$ cat config.mk
export PLATFORM = sky130hd
export DESIGN_NAME = sat_div
export DESIGN_NICKNAME = d
export VERILOG_FILES = /design/src/hdl/sat_pkg.sv /design/src/hdl/sat_div.sv
export SDC_FILE = /design/constraint.sdc
export NUM_CORES = 1
export LEC_CHECK = 0
export ABC_AREA = 1
export BUFFER_PORTS_ARGS = -buffer_cell sky130_fd_sc_hd__buf_2
export CAP_MARGIN = 10
export CORE_ASPECT_RATIO = 1.25
export CORE_MARGIN = 5
export CORE_UTILIZATION = 48
export CTS_CLUSTER_DIAMETER = 50
export DETAILED_ROUTE_END_ITERATION = 10
export PLACE_DENSITY_LB_ADDON = 0.3
export SETUP_SLACK_MARGIN = 0.4
export SYNTH_ARGS = -nofsm -noshare
export SYNTH_HDL_FRONTEND = slang
export SYNTH_SLANG_ARGS = --single-unit
$ cat constraint.sdc
create_clock -name clk -period 2.4 [get_ports clk]
set_input_delay 0 -clock clk [delete_from_list [all_inputs] [get_ports clk]]
set_output_delay 0 -clock clk [all_outputs]
set_load 0.01 [all_outputs]
$ cat src/hdl/sat_pkg.sv
package sat_pkg;

  localparam int CMD_W    = 3;
  localparam int COORD_W  = 11;
  localparam int CFG_W    = 7;
  localparam int VAL_W    = 32;
  localparam int OSUM_W   = 48;
  localparam int STAT_W   = 2;
  localparam int QUO_W    = COORD_W + 1;
  localparam int MUL_W    = 2 * QUO_W;
  localparam int K_W      = 4;

  localparam logic [CMD_W-1:0] CMD_ADD    = 3'd0;
  localparam logic [CMD_W-1:0] CMD_FREEZE = 3'd1;
  localparam logic [CMD_W-1:0] CMD_RECT   = 3'd2;
  localparam logic [CMD_W-1:0] CMD_TORUS  = 3'd3;
  localparam logic [CMD_W-1:0] CMD_CLEAR  = 3'd4;

  localparam logic [STAT_W-1:0] STAT_OK    = 2'd0;
  localparam logic [STAT_W-1:0] STAT_PHASE = 2'd1;
  localparam logic [STAT_W-1:0] STAT_RANGE = 2'd2;

  localparam logic REG_ROWS = 1'b0;
  localparam logic REG_COLS = 1'b1;

  localparam logic [K_W-1:0] K_RECT_LAST  = 4'd3;
  localparam logic [K_W-1:0] K_TORUS_LAST = 4'd8;

  typedef enum logic [3:0] {
    ST_CLEAR,
    ST_IDLE,
    ST_ADD_RD,
    ST_ADD_WR,
    ST_FRZ_CUR,
    ST_FRZ_UP,
    ST_FRZ_WR,
    ST_DIV,
    ST_PREP,
    ST_CORNER,
    ST_MUL,
    ST_DONE
  } state_t;

  typedef struct packed {
    logic                     done;
    logic signed [QUO_W-1:0]  quo;
    logic [CFG_W-1:0]         rem;
  } div_res_t;

endpackage

$ cat src/hdl/sat_div.sv
module sat_div (
  input  logic                              clk,
  input  logic                              rst_n,
  input  logic                              start,
  input  logic signed [sat_pkg::COORD_W-1:0] num,
  input  logic [sat_pkg::CFG_W-1:0]         den,
  output sat_pkg::div_res_t                 res
);
  import sat_pkg::*;

  localparam int CNT_W = $clog2(COORD_W);

  logic                 busy_r;
  logic                 done_r;
  logic [CNT_W-1:0]     cnt_r;
  logic [COORD_W-1:0]   quo_r;
  logic [CFG_W:0]       rem_r;
  logic [CFG_W-1:0]     den_r;
  logic                 neg_r;
  logic [CFG_W:0]       trial;
  logic                 ge;

  assign trial = {rem_r[CFG_W-1:0], quo_r[COORD_W-1]};
  assign ge    = trial >= {1'b0, den_r};

  always_ff @(posedge clk) begin
    if (!rst_n) begin
      busy_r <= 1'b0;
      done_r <= 1'b0;
    end else begin
      done_r <= 1'b0;
      if (start) begin
        busy_r <= 1'b1;
        cnt_r  <= '0;
        neg_r  <= num[COORD_W-1];
        quo_r  <= num[COORD_W-1] ? COORD_W'(-num) : COORD_W'(num);
        rem_r  <= '0;
        den_r  <= den;
      end else if (busy_r) begin
        rem_r <= ge ? trial - {1'b0, den_r} : trial;
        quo_r <= {quo_r[COORD_W-2:0], ge};
        cnt_r <= cnt_r + 1'b1;
        if (cnt_r == CNT_W'(COORD_W - 1)) begin
          busy_r <= 1'b0;
          done_r <= 1'b1;
        end
      end
    end
  end

  // floor semantics for negative dividends
  always_comb begin
    res.done = done_r;
    if (neg_r && rem_r != '0) begin
      res.quo = -$signed({1'b0, quo_r}) - QUO_W'(1);
      res.rem = den_r - rem_r[CFG_W-1:0];
    end else if (neg_r) begin
      res.quo = -$signed({1'b0, quo_r});
      res.rem = '0;
    end else begin
      res.quo = $signed({1'b0, quo_r});
      res.rem = rem_r[CFG_W-1:0];
    end
  end

endmodule

==> flow_summary.json <==
{
  "clockRootBuffer": "clkbuf_8",
  "die_area_um2": 8070,
  "cp_data_arrival_time_ns": 2.14,
  "synth_edf_count": 31,
  "synth_fa_ha_area_share_pct": 8.69,
  "final_nets": 538,
  "syn_area_um2": 3050,
  "dpl.hpwl_um": 5710,
  "maxCapViolCount": 0,
  "ir_worst_vdd_mv": 0.465,
  "viasPerCell": 5.35,
  "fin_crit_ns": 2.14,
  "syn_nets": 453,
  "p_int_mw": 1.31,
  "synth_xor_area_share_pct": 3.73,
  "dp.cells": 531,
  "insertion_delay_ns": 0.28,
  "rows": 32,
  "seqPwrFrac_pct": 35.4,
  "min_period_over_period_pct": 89.0,
  "ant_nets": 0,
  "powerDensity_nw_per_um2": 533,
  "synth_top_family_by_area": "simple AND/OR/NAND/NOR gates",
  "finalWirelength_um": 8470,
  "clock_sinks": 33,
  "overflow": 0,
  "setup_tns_ns": 0,
  "ys_seq_area_share_pct": 31.8,
  "fp.dieH_um": 99.2,
  "p_clk_share_pct": 18.1,
  "drtIter0Drc": 195,
  "synth-compound-area-share_pct": 12.6,
  "drv_slew": 0,
  "fin_util_pct": 65.8,
  "cts_buffer_depth": 2,
  "clk_pin_slew_worst_paths_ns": 0.07,
  "switching_share_pct": 39.2,
  "rsz0062_at_grt": "yes",
  "use_met3_pct": 2.81,
  "cts_buffers": 5,
  "ys_ff_latch": 33,
  "htreeDepth": 2,
  "routed-via-count": 3112,
  "grt_max_degree": 24,
  "syn_to_final_growth_pct": 33.0,
  "nFillCells": 545,
  "wl_per_cell_um": 14.6,
  "leakage_nw": 1.84,
  "insertedDiodeCount": 0,
  "worst-path-max-fanout": 2,
  "multi_input_area_um2": 2060,
  "ys.flop_type": "edfxtp_1",
  "path_cells": "ha_4, fa_2, inv_2, nand3_2, nand2_2, nand2_2, nand2_2, a21oi_2, and2_1, o21ai_1, buf_2",
  "antenna_found_initial": 0,
  "max_stage_delay_ns": 0.44,
  "top_usage_layer": "met2",
  "grt_usage_pct": 20.2,
  "ios": 41,
  "required_ns": 2.40,
  "crit_top_cell": "nand2_2",
  "slew-limit-headroom_pct": 62.9,
  "hold_ws_ns": 0.0874,
  "fp.dieW_um": 81.3,
  "synth.area.mux_share_pct": 0,
  "grt_pass1_vias": 2921,
  "setup_viol": 0,
  "min_path_type": "in -> reg",
  "gp_congestion": 0.857,
  "synthSimpleGateAreaFrac_pct": 34.0,
  "worstMarginPinSlew_ns": 0.556,
  "met1_usage_pct": 25.7,
  "start_util_pct": 49.5,
  "cts_tree": "done",
  "avgSynthCellArea_um2": 7.41,
  "ys_types": 39,
  "endpoint_kind": "output port",
  "max_freq_ghz": 0.468,
  "seqCellArea_um2": 971,
  "skew_ns": 0.00763,
  "core_um2": 6170,
  "first_pass_iters": 5,
  "layout-drive-gt1-share_pct": 34.8,
  "synthCells": 412,
  "met2_usage_pct": 34.9,
  "hold_violations": 0,
  "grt_pass1_wl_um": 13000,
  "status": "finished, final reports clean",
  "startpoint_type": "flop",
  "p_comb_share_pct": 46.5,
  "cp_slowest_cell": "edfxtp_1",
  "port_buffers": 40,
  "final_cell_count_no_fill": 582,
  "p_sw_mw": 0.849,
  "yosysWarnings": 0,
  "path_class": "reg -> out",
  "synthArstFlopShare_pct": 0,
  "drcViolationCount": 0
}
## power by group through the flow
stage          Combinational (mW)  Clock (mW)  Sequential, mW
3_3_place_gp                0.741           0           0.776
5_1_grt                      1.10       0.425           0.773
4_1_cts                     0.868       0.401           0.763
3_5_place_dp                0.760           0           0.777
6_report                     1.01       0.392           0.766
2_1_floorplan               0.566           0           0.757
## state kept, by name (all words and copies together), names as in the netlist
signal / count
rem_r: 8
den_r: 7
quo_r: 11
done_r: 1
cnt_r: 4
neg_r: 1
busy_r: 1
## Yosys cell counts (all sizes together) (3+ instances only)
library cell	instances	area (µm²)
a21oi	20	100
a22oi	7	52.6
clkbuf	7	26.3
edfxtp	31	931
ha	18	225
inv	59	221
nand2	114	485
nand3	38	210
nand3b	3	22.5
nand4	7	43.8
nor2	41	224
nor3	4	31.3
o21ai	25	136
o22ai	8	50.1
xnor2	4	35.0
xor2	9	78.8
## cells by family after synthesis
family          count (synthesis)
simple gates                  210
buf+inv                        70
compound gates                 66
flops                          33
fa+ha+maj                      20
xor+xnor                       13
## stage by stage
stage / area, µm² / worst slack [ns] / power (mW)
CTS: 3760 / 0.283 / 2.03
finish: 4060 / 0.263 / 2.16
floorplan: 3050 / 0.429 / 1.32
global route: 4060 / 0.156 / 2.30
detailed placement: 3340 / 0.181 / 1.54
global placement: 3340 / 0.243 / 1.52
## final timing paths
check	start	endpoint	slack (ns)	cells past startpoint
setup / recovery	rem_r[0]	res[6]	0.26	11
hold / removal	num[10]	neg_r	0.09	1
setup reg to reg	rem_r[0]	rem_r[4]	0.27	13
hold reg to reg	busy_r	done_r	0.47	2
## area by class of cell
cell class | count | share of cell area, %
Clock buffer | 6 | 1.79
Clock inverter | 1 | 0.0925
Inverter | 61 | 6.29
Multi-Input combinational cell | 309 | 50.7
Sequential cell | 33 | 23.9
Tap cell | 85 | 2.62
Timing Repair Buffer | 86 | 14.4
Timing Repair inverter | 1 | 0.154
## what timing repair did
item | in CTS | in global routing
endpoints found under the hold margin | 8 | 0
cloned | 0 | 1
pin swaps | 19 | 33
hold buffers | 8 | 0
gates resized for setup | 28 | 54
setup endpoints to repair | 23 | 25
setup buffers | 22 | 13
## cells in the final DEF (no fill, tap or decap), types with 7 or more instances in the layout
| cell type | n |
|---|---|
| nand2_4 | 10 |
| nand2_2 | 12 |
| a22oi_1 | 7 |
| dlygate4sd3_1 | 8 |
| nand3_1 | 25 |
| buf_2 | 40 |
| inv_1 | 44 |
| o21ai_0 | 15 |
| a21oi_1 | 15 |
| nand2_1 | 91 |
| edfxtp_1 | 31 |
| buf_4 | 33 |
| nor2_4 | 15 |
| xor2_1 | 9 |
| ha_1 | 14 |
| nand4_1 | 7 |
| o22ai_1 | 8 |
| nand3_2 | 11 |
| nor2_1 | 20 |
| o21ai_1 | 8 |
| inv_2 | 11 |
## critical path, delay by kind of cell (launching register included)
family	cells	cell delay, ns
AOI/OAI and AO/OA	2	0.21
adders and majority gates	2	0.57
buffers and inverters	2	0.24
DFF	1	0.44
and+or+nand+nor	5	0.40
## metal layers
metal	share of wire, %	vias to the layer above
li1	-	1544
met1	42	1448
met2	51	98
met3	4.9	22
met4	2.5	0
met5	0	-
Note: power is estimated with default switching activity, not from simulation.
