==> src/hdl/sat_mul.sv <==
module sat_mul #(
  parameter int PW = 48,
  parameter int MW = 24
) (
  input  logic          clk,
  input  logic          rst_n,
  input  logic          start,
  input  logic [PW-1:0] mcand,
  input  logic [MW-1:0] mult,
  output logic [PW-1:0] prod,
  output logic          done
);

  localparam int CNT_W = $clog2(MW + 1);

  logic              busy_r;
  logic              done_r;
  logic [CNT_W-1:0]  cnt_r;
  logic [PW-1:0]     mcand_r;
  logic [MW-1:0]     mult_r;
  logic [PW-1:0]     prod_r;

  // shift-add, one multiplier bit per cycle, product wraps at PW bits
  always_ff @(posedge clk) begin
    if (!rst_n) begin
      busy_r <= 1'b0;
      done_r <= 1'b0;
    end else begin
      done_r <= 1'b0;
      if (start) begin
        busy_r  <= 1'b1;
        cnt_r   <= '0;
        mcand_r <= mcand;
        mult_r  <= mult;
        prod_r  <= '0;
      end else if (busy_r) begin
        if (mult_r[0]) begin
          prod_r <= prod_r + mcand_r;
        end
        mcand_r <= {mcand_r[PW-2:0], 1'b0};
        mult_r  <= {1'b0, mult_r[MW-1:1]};
        cnt_r   <= cnt_r + 1'b1;
        if (cnt_r == CNT_W'(MW - 1)) begin
          busy_r <= 1'b0;
          done_r <= 1'b1;
        end
      end
    end
  end

  assign prod = prod_r;
  assign done = done_r;

endmodule

==> config.mk <==
export PLATFORM = sky130hd
export DESIGN_NAME = sat_mul
export DESIGN_NICKNAME = d
export VERILOG_FILES = /design/src/hdl/sat_mul.sv
export SDC_FILE = /design/constraint.sdc
export NUM_CORES = 1
export LEC_CHECK = 0
export BUFFER_PORTS_ARGS = -buffer_cell sky130_fd_sc_hd__buf_2
export CAP_MARGIN = 20
export CORE_MARGIN = 2
export CORE_UTILIZATION = 47
export CTS_BUF_LIST = sky130_fd_sc_hd__clkbuf_8
export DETAILED_ROUTE_END_ITERATION = 12
export GPL_ROUTABILITY_DRIVEN = 0
export PLACE_DENSITY = 0.79
export SYNTH_ARGS = -nofsm -noshare
export SYNTH_HDL_FRONTEND = slang
export SYNTH_SLANG_ARGS = --single-unit
==> constraint.sdc <==
create_clock -name clk -period 8.7 [get_ports clk]
set_input_delay 0.435 -clock clk [delete_from_list [all_inputs] [get_ports clk]]
set_output_delay 0.435 -clock clk [all_outputs]
set_load 0.03 [all_outputs]
==> metrics.txt, run 1 <==
largest net degree at the start of global routing 79; via count of the first global-routing pass 5603; Max IR drop VDD 119 uV; share of the synthesized area in the top cell type 49.4%; CP endpoint kind flop; Worst Skew 0.0143 ns; routed via count 5416; # hold bufs at CTS 0; TritonCTS Buffers 17; Startpoint Class flop; Final min period 3.35 ns; critical path class reg -> reg; DR WL/cell 16.4 um; Die Ht 131 um; WP data arrival 3.56 ns; Synth Instances 637; most common cell after layout, fill and taps aside edfxtp_1; Yosys reg bits 127; Synth warnings 0; # setup viols final 0; DP HPWL 11400 um; DRC viols 0; clk sinks 127; hold path startpoint mult[23]; CTS resizes 0; Worst-Margin Slew 0.835 ns; ranking of synthesized cells by area edfxtp_1 49%, mux2_2 10%, ha_1 7.9%, nor2_1 3.7%, a21oi_1 3.2%; ys async rst share 0%; Starting Density 48.0%; Filler cells 1361; pre-CTS setup slack 5.35 ns; Cell Area, Synth 0.00760 mm2; share of cells above drive strength 1 32.7%; dpl cells 953; commonest cells after routing, fill and taps aside 125 x edfxtp_1, 122 x buf_2, 75 x nor2_1, 70 x mux2_2, 49 x a21oi_1; Critical Path Start prod[4]; Port Buffers 123; Post-synth EDFFs 125; result of the run completed; reg2reg start prod[4]; Reg clk slew, reported paths 0.08 ns; setup TNS 0 ns; Area Growth Syn to Fin 16.0%; final net count 881; max layer used met4; Post-Layout Cell Count 986; Hold WC Path Type in -> reg; register area share after synthesis 49.9%; Top FF cell, synth edfxtp_1; leakage power 0.00352 uW; WL met1 7150 um; clk_lat worst skew 0.46 ns; final worst slack 5.35 ns; Mapped Nets 761; post-synthesis area per instance 11.9 um2; total grt overflow 0; CTS tree done; RSZ-0062 raised after global routing no; Synth area leader edfxtp_1; initial antenna violation count 0; fmax 0.298 GHz; total power 1740 uW; Slew Limit Fails 0; Cell Pwr Density 198 mW/mm2; remaining antenna violation count 0; core box area 0.0158 mm2; # diodes 0; initial DRC count 417; Multi-input gate area 0.00368 mm2; full die area 0.0172 mm2; CTS root buffer clkbuf_8; Via density 5.49; Met2 Routed Length 7770 um; Die X 131 um; H-tree depth 4; Slew HR 44.3%; # IOs 124; row count 46; CP Max Fanout 5; Req. time, crit path 8.91 ns; global-route wire length before repair 27000 um; post-CTS setup buffers 0; maximum clock path buffer count 2; Max Cap Violations 0; final period utilization 38.6%; DR pass1 iterations 6; Yosys cell types 63; met3 wire len 985 um; DRT Wirelength 16200 um; FF/Latch Area 0.00379 mm2; Final Hold Fails 0; GRT Total Usage 19.4%
stage by stage:
| step | hold slack [ns] | cell area [um2] | utilization (%) |
|---|---|---|---|
| after floorplan | 0.475 | 7600 | - |
| after global placement | 0.501 | 8410 | 53.1 |
| after detailed placement | 0.510 | 8410 | 53.1 |
| after CTS | 0.237 | 8790 | 55.5 |
| after global routing | 0.249 | 8820 | 55.7 |
| final | 0.263 | 8820 | 55.7 |
cell type report:
type / instances / area share [%]
Inverter: 8 / 0.341
Sequential cell: 127 / 43.0
Timing Repair Buffer: 126 / 7.49
Tap cell: 216 / 3.07
Multi-Input combinational cell: 477 / 41.8
Clock inverter: 15 / 1.65
Clock buffer: 17 / 2.65
kinds of logic (layout without fill, tap and decap cells):
family | after synthesis | count (layout) | share of synthesized area, %
AND/OR/NAND/NOR | 160 | 160 | 9.38
AO/OA/AOI/OAI | 149 | 149 | 14.7
flip-flops | 127 | 127 | 49.9
multiplexers | 71 | 71 | 10.5
adder cells (fa/ha/maj) | 49 | 49 | 8.16
XOR/XNOR | 48 | 48 | 5.53
buffers and inverters | 33 | 166 | 1.84
synth_stat cells, drive strengths merged (3+ instances only):
master and number:
a21o 24, a21oi 54, a221oi 5, a31oi 6, and2 5, and3 4
buf 8, clkbuf 17, edfxtp 125, ha 48, inv 8, mux2 71
nand2 41, nand3 8, nand4 12, nor2 75, nor2b 7, o211ai 4
o21a 4, o21ai 24, o21bai 10, o31ai 3, xnor2 25, xor2 23
registers in the layout, summed over array words and instances, names as in the netlist:
name     count
done         1
mcand_r     48
busy_r       1
prod        48
mult_r      24
cnt_r        5
worst paths after layout:
path | end | slack (ns) | cells after the start
min reg2reg | done | 0.51 | 1
max reg2reg | prod[41] | 5.35 | 12
min | mult_r[23] | 0.26 | 2
max | prod[41] | 5.35 | 12
where the power goes:
part           internal, uW  switching (uW)
registers               739            27.0
logic                   191             284
clock network           252             251
total                  1180             561
worst max-delay path: stages, from the launching register on:
cell,delay (ns)
edfxtp_1,0.41
ha_1,0.38
a21o_1,0.20
a31o_1,0.18
a31oi_1,0.32
o211ai_1,0.18
a21o_1,0.23
o21ai_2,0.21
o21ai_2,0.15
a21oi_4,0.24
o41ai_4,0.12
a21oi_2,0.16
mux2_1,0.32
per-layer routing:
metal	track usage, %	up-vias
met5	0	-
met4	7.19	0
met3	5.63	23
met2	31.9	155
met1	24.5	2598
li1	-	2640
No activity file was read; power rests on OpenSTA's default activity.
==> inputs of run 2 (changes only) <==
Clock period 8.7 ns to 3.44 ns, I/O delays scaled along.
==> run 2 against run 1 <==
Combinational power increased to 2.6 times the previous value. Cell area increased by 2.9%. Final cell count increased by 1.9%. Sequential power increased to 2.5 times the previous value. Register-to-register slack got worse by 5.2 ns. Maximum frequency increased by 2.3%. Highest routed layer unchanged.
==> metrics.txt, run 2 (synthesized netlist as in run 1, its figures left out) <==
result of the run completed; Clock Power Share 30.4% (+1.6 points); CP Max Fanout 4 (-1); DP HPWL 11400 um (-0.13%); clk_lat worst skew 0.45 ns (about the same); Worst-Margin Slew 0.872 ns (+0.0369 ns); # diodes 0 (unchanged); Max Cap Violations 0 (unchanged); DR WL/cell 16.3 um (-0.75%); Filler cells 1345 (-1.2%); Final Hold Fails 0 (unchanged); placed cell area 0.00843 mm2 (+0.24%); Starting Density 48.0% (unchanged); initial DRC count 413 (-0.96%); Die Ht 131 um (unchanged); Max IR drop VDD 356 uV (+200%); final net count 900 (+2.2%); remaining antenna violation count 0 (unchanged); clk sinks 127 (unchanged); DRC viols 0 (unchanged); # setup viols final 0 (unchanged); Slew HR 41.9% (-2.5 points); Via density 5.45 (-0.79%); r2r worst-path depth 13 (+1); share of cells above drive strength 1 32.2% (-0.53 points); worst hold path endpoint mult_r[21]; Die X 131 um (unchanged); H-tree depth 4 (unchanged); initial antenna violation count 0 (unchanged); full die area 0.0172 mm2 (unchanged); Pint 3150 uW (+170%); setup TNS 0 ns (unchanged); Switch Pwr 1400 uW (+150%); reg2reg start prod[0]; routed via count 5477 (+1.1%); Hold WC Path Type in -> reg; Area Growth Syn to Fin 19.3%; DR pass1 iterations 5 (-1); core box area 0.0158 mm2 (unchanged); register share of total power 42.6% (-1.4 points); GRT Total Usage 19.0% (-0.40 points); critical path class reg -> reg; Slew Limit Fails 0 (unchanged); DRT Wirelength 16400 um (+1.2%); total power 4550 uW (+160%); hold slack 0.0278 ns (-0.235 ns); hold path startpoint mult[21]; Startpoint Class flop; combinational power share 27.0% (-0.2 points); TritonCTS Buffers 17 (unchanged); Reg clk slew, reported paths 0.07 ns (about the same); most common cell after layout, fill and taps aside edfxtp_1; CTS tree done; RSZ-0062 raised after global routing no; Req. time, crit path 3.61 ns (-5.30 ns); # IOs 124 (unchanged); maximum clock path buffer count 2 (unchanged); final period utilization 95.3% (+57 points); row count 46 (unchanged); Cell Pwr Density 501 mW/mm2 (+150%); r2r setup slk 0.16 ns (-5.18 ns); largest net degree at the start of global routing 79 (unchanged); CTS root buffer clkbuf_8; leakage power 0.00363 uW (+3.2%); total grt overflow 0 (unchanged); commonest cells after routing, fill and taps aside 125 x edfxtp_1, 122 x buf_2, 75 x nor2_1, 70 x mux2_2, 49 x a21oi_1; fmax 0.305 GHz (+2.3%); WP data arrival 3.44 ns (-0.12 ns); Worst Skew 0.0145 ns (+0.000174 ns); Final Cell Area 0.00907 mm2 (+2.9%); sw frac 30.8% (-1.4 points); RR Endpoint prod[42]; hold path depth 2 (unchanged); CP endpoint kind flop; Final min period 3.28 ns (-0.0756 ns); Port Buffers 123 (unchanged); global-route wire length before repair 26300 um (-2.6%); via count of the first global-routing pass 5340 (-4.7%)
run 2: cell count changes in the layout (fill, tap and decap cells not counted), moves of 2 or more:
cell | previous run | this run
bufinv_16 | 2 | 4
dlygate4sd3_1 | 0 | 17
inv_1 | 8 | 11
inv_6 | 2 | 0
run 2: how the worst max path moves through the flow:
stage,slack (ns),startpoint,to,cells past startpoint
finish,0.16,prod[0],prod[42],13
detailed placement,0.04,prod[0],prod[42],13
global route,0.003,prod[0],prod[42],13
floorplan,0.06,start,prod[0],4
global placement,0.15,prod[0],prod[42],13
CTS,0.04,prod[0],prod[42],13
run 2: final cells by class:
| class | instances | area [um2] | area share [%] |
|---|---|---|---|
| Clock buffer | 17 | 234 | 2.58 |
| Clock inverter | 15 | 179 | 1.97 |
| Inverter | 8 | 30.0 | 0.331 |
| Multi-Input combinational cell | 477 | 3700 | 40.8 |
| Sequential cell | 127 | 3790 | 41.8 |
| Tap cell | 216 | 270 | 2.98 |
| Timing Repair Buffer | 145 | 858 | 9.46 |
run 2: through the flow:
step / utilization [%] / std cells / worst slack, ns
final: 57.3 / 1005 / 0.162
after global routing: 57.3 / 1005 / 0.00292
after CTS: 56.7 / 999 / 0.0352
after detailed placement: 53.3 / 954 / 0.0398
after global placement: 53.3 / 954 / 0.148
after floorplan: - / 637 / 0.0611
run 2: worst max-delay path: stages (launching register included):
cell	delay, ns
edfxtp_1	0.40
ha_1	0.25
fa_2	0.37
a21o_1	0.19
a221o_2	0.39
a211o_1	0.29
nand3_2	0.10
a21oi_2	0.08
o21ai_2	0.21
o221ai_4	0.17
a31oi_4	0.24
o21ai_1	0.11
xnor2_1	0.15
nor2_1	0.06
run 2: power groups by stage:
| stage | Clock, uW | Combinational [uW] | Sequential (uW) |
|---|---|---|---|
| after floorplan | 0 | 820 | 2060 |
| after global placement | 0 | 1170 | 1970 |
| after detailed placement | 0 | 1190 | 1970 |
| after CTS | 1420 | 1210 | 1940 |
| after global routing | 1470 | 1350 | 1950 |
| final | 1380 | 1230 | 1940 |
run 2: layer usage:
| layer | part of all wire [%] | vias up | track usage, % |
|---|---|---|---|
| met3 | 6.3 | 17 | 5.79 |
| met1 | 45 | 2628 | 24.4 |
| met4 | 1.2 | 0 | 4.89 |
| li1 | - | 2683 | - |
| met2 | 48 | 149 | 31.6 |
| met5 | 0 | - | 0 |
run 2: timing repair:
item,in CTS,in global routing
hold buffers,13,4
endpoints found under the setup margin,0,8
buffers inserted,0,1
resized for setup,0,3
hold endpoints to repair,13,4
==> inputs of run 3 (changes only) <==
--- a/constraint.sdc
+++ b/constraint.sdc
@@ -3,2 +3,2 @@
 set_output_delay 0.172 -clock clk [all_outputs]
-set_load 0.03 [all_outputs]
+set_load 0.1 [all_outputs]
==> run 3 against run 2 <==
Combinational power increased by 27%. Clock-buffer cell count is the same. Sequential share of layout area down 1.9 points. Maximum frequency about the same. Utilization increased by 2.7 points. Critical path depth unchanged. Critical endpoint unchanged. Largest cell class unchanged. Highest routed layer unchanged.
==> metrics.txt, run 3 (synthesized netlist as in run 1, its figures left out) <==
RR Endpoint prod[42]; DRT Wirelength 17100 um (+4.6%); final net count 946 (+5.1%); Final min period 3.28 ns (-0.00315 ns); most common cell after layout, fill and taps aside edfxtp_1; critical path class reg -> reg; result of the run completed; largest net degree at the start of global routing 70 (-11%); clk sinks 127 (unchanged); DP HPWL 11500 um (+1.4%); combinational power share 32.9% (+5.9 points); Slew HR 54.0% (+12 points); # IOs 124 (unchanged); Pint 3040 uW (-3.4%); Slew Limit Fails 0 (unchanged); CTS root buffer clkbuf_8; DR pass1 iterations 5 (unchanged); GRT Total Usage 20.1% (+1.0 points); DR WL/cell 16.3 um (about the same); Switch Pwr 1690 uW (+20%); Worst-Margin Slew 0.683 ns (-0.189 ns); r2r setup slk 0.16 ns (about the same); final core utilization 60.0% (+2.7 points); clk_lat worst skew 0.45 ns (about the same); total grt overflow 0 (unchanged); total power 4730 uW (+4.0%); worst hold path endpoint mcand_r[4]; register share of total power 41.1% (-1.5 points); Clock Power Share 26.0% (-4.4 points); Die Ht 131 um (unchanged); via count of the first global-routing pass 5740 (+7.5%); initial DRC count 444 (+7.5%); sw frac 35.7% (+4.9 points); full die area 0.0172 mm2 (unchanged); H-tree depth 4 (unchanged); hold path depth 2 (unchanged); # setup viols final 0 (unchanged); Reg clk slew, reported paths 0.08 ns (about the same); r2r worst-path depth 13 (unchanged); global-route wire length before repair 27700 um (+5.3%); # diodes 0 (unchanged); fmax 0.305 GHz (about the same); Filler cells 1290 (-4.1%); share of cells above drive strength 1 31.1% (-1.1 points); Area Growth Syn to Fin 24.9%; FF/Latch Area 0.00379 mm2 (unchanged); Multi-input gate area 0.00372 mm2 (+0.41%); Hold WC Path Type in -> reg; TritonCTS Buffers 17 (unchanged); Starting Density 48.0% (unchanged); Cell Pwr Density 498 mW/mm2 (-0.70%); DRC viols 0 (unchanged); final period utilization 95.2% (about the same); Max IR drop VDD 387 uV (+8.8%); Final Hold Fails 0 (unchanged); core box area 0.0158 mm2 (unchanged); Worst Skew 0.0162 ns (+0.00174 ns); routed via count 5614 (+2.5%); hold path startpoint mcand[4]; CP endpoint kind flop; WP data arrival 3.47 ns (+0.03 ns); reg2reg start mcand_r[0]; CP Max Fanout 3 (-1); initial antenna violation count 0 (unchanged); Die X 131 um (unchanged); commonest cells after routing, fill and taps aside 125 x edfxtp_1, 122 x buf_2, 75 x nor2_1, 70 x mux2_2, 60 x dlygate4sd3_1; remaining antenna violation count 0 (unchanged); CTS tree done; maximum clock path buffer count 2 (unchanged); Startpoint Class flop; Req. time, crit path 3.63 ns (+0.02 ns); Via density 5.34 (-2.0%); row count 46 (unchanged); leakage power 0.00382 uW (+5.1%); Max Cap Violations 0 (unchanged); Port Buffers 123 (unchanged)
run 3: cell types whose count changed in the layout (fill, tap and decap cells not counted):
cell,delta
dlygate4sd3_1,+43
clkinv_2,+3
buf_12,+2
buf_4,+2
bufinv_16,-2
clkinv_1,-2
clkinv_4,+2
clkinvlp_4,-2
ha_1,-2
buf_16,-1
ha_2,+1
ha_4,+1
inv_1,+1
run 3: routing by layer:
| metal | track usage, % | vias to the layer above | routed length [um] |
|---|---|---|---|
| met5 | 0 | - | 0 |
| met4 | 7.49 | 0 | 295 |
| met3 | 5.36 | 22 | 851 |
| met2 | 33.7 | 154 | 8310 |
| met1 | 24.9 | 2670 | 7660 |
| li1 | - | 2768 | - |
run 3: repair_timing:
| action | in CTS | in global routing |
|---|---|---|
| hold endpoints to repair | 60 | 0 |
| setup endpoints to repair | 0 | 2 |
| gates resized for setup | 0 | 1 |
| setup buffers | 0 | 4 |
| hold buffers | 60 | 0 |
run 3: layout make-up:
class / count / area share (%)
Multi-Input combinational cell: 477 / 39.2
Clock inverter: 15 / 1.40
Clock buffer: 17 / 2.46
Inverter: 8 / 0.316
Sequential cell: 127 / 40.0
Tap cell: 216 / 2.85
Timing Repair Buffer: 191 / 13.9
run 3: metrics by stage:
step | area (um2) | worst slack (ns) | cells | TNS, ns | hold slack (ns)
after floorplan | 7630 | -0.142 | 637 | -0.600 | 0.325
after global placement | 8490 | 0.258 | 955 | 0 | 0.455
after detailed placement | 8490 | 0.197 | 955 | 0 | 0.457
after CTS | 9450 | 0.181 | 1047 | 0 | 0.00000974
after global routing | 9500 | -0.00575 | 1051 | -0.00575 | 0.0156
final | 9500 | 0.165 | 1051 | 0 | 0.0324
run 3: worst max-delay path by stage:
stage | cells after the start | startpoint | slack [ns] | end
detailed placement | 13 | mcand_r[0] | 0.20 | prod[46]
floorplan | 13 | prod[0] | -0.14 | prod[44]
finish | 13 | mcand_r[0] | 0.16 | prod[42]
global route | 13 | mcand_r[0] | -0.006 | prod[42]
global placement | 13 | mcand_r[0] | 0.26 | prod[46]
CTS | 13 | mcand_r[0] | 0.18 | prod[44]
run 3: critical path, stage by stage (launching register included):
cell	delay (ns)
edfxtp_1	0.40
ha_2	0.22
fa_2	0.36
a21o_1	0.18
a221o_2	0.38
a211o_1	0.32
nand3_2	0.10
a21oi_2	0.08
o21ai_2	0.24
o221ai_4	0.17
a31oi_4	0.27
o21ai_1	0.10
xnor2_1	0.15
nor2_1	0.06
run 3: power groups by stage:
stage	Sequential, uW	Combinational, uW	Clock [uW]
6_report	1940	1560	1230
5_1_grt	1950	1670	1310
4_1_cts	1940	1530	1260
3_5_place_dp	1970	1470	0
3_3_place_gp	1970	1450	0
2_1_floorplan	2340	824	0
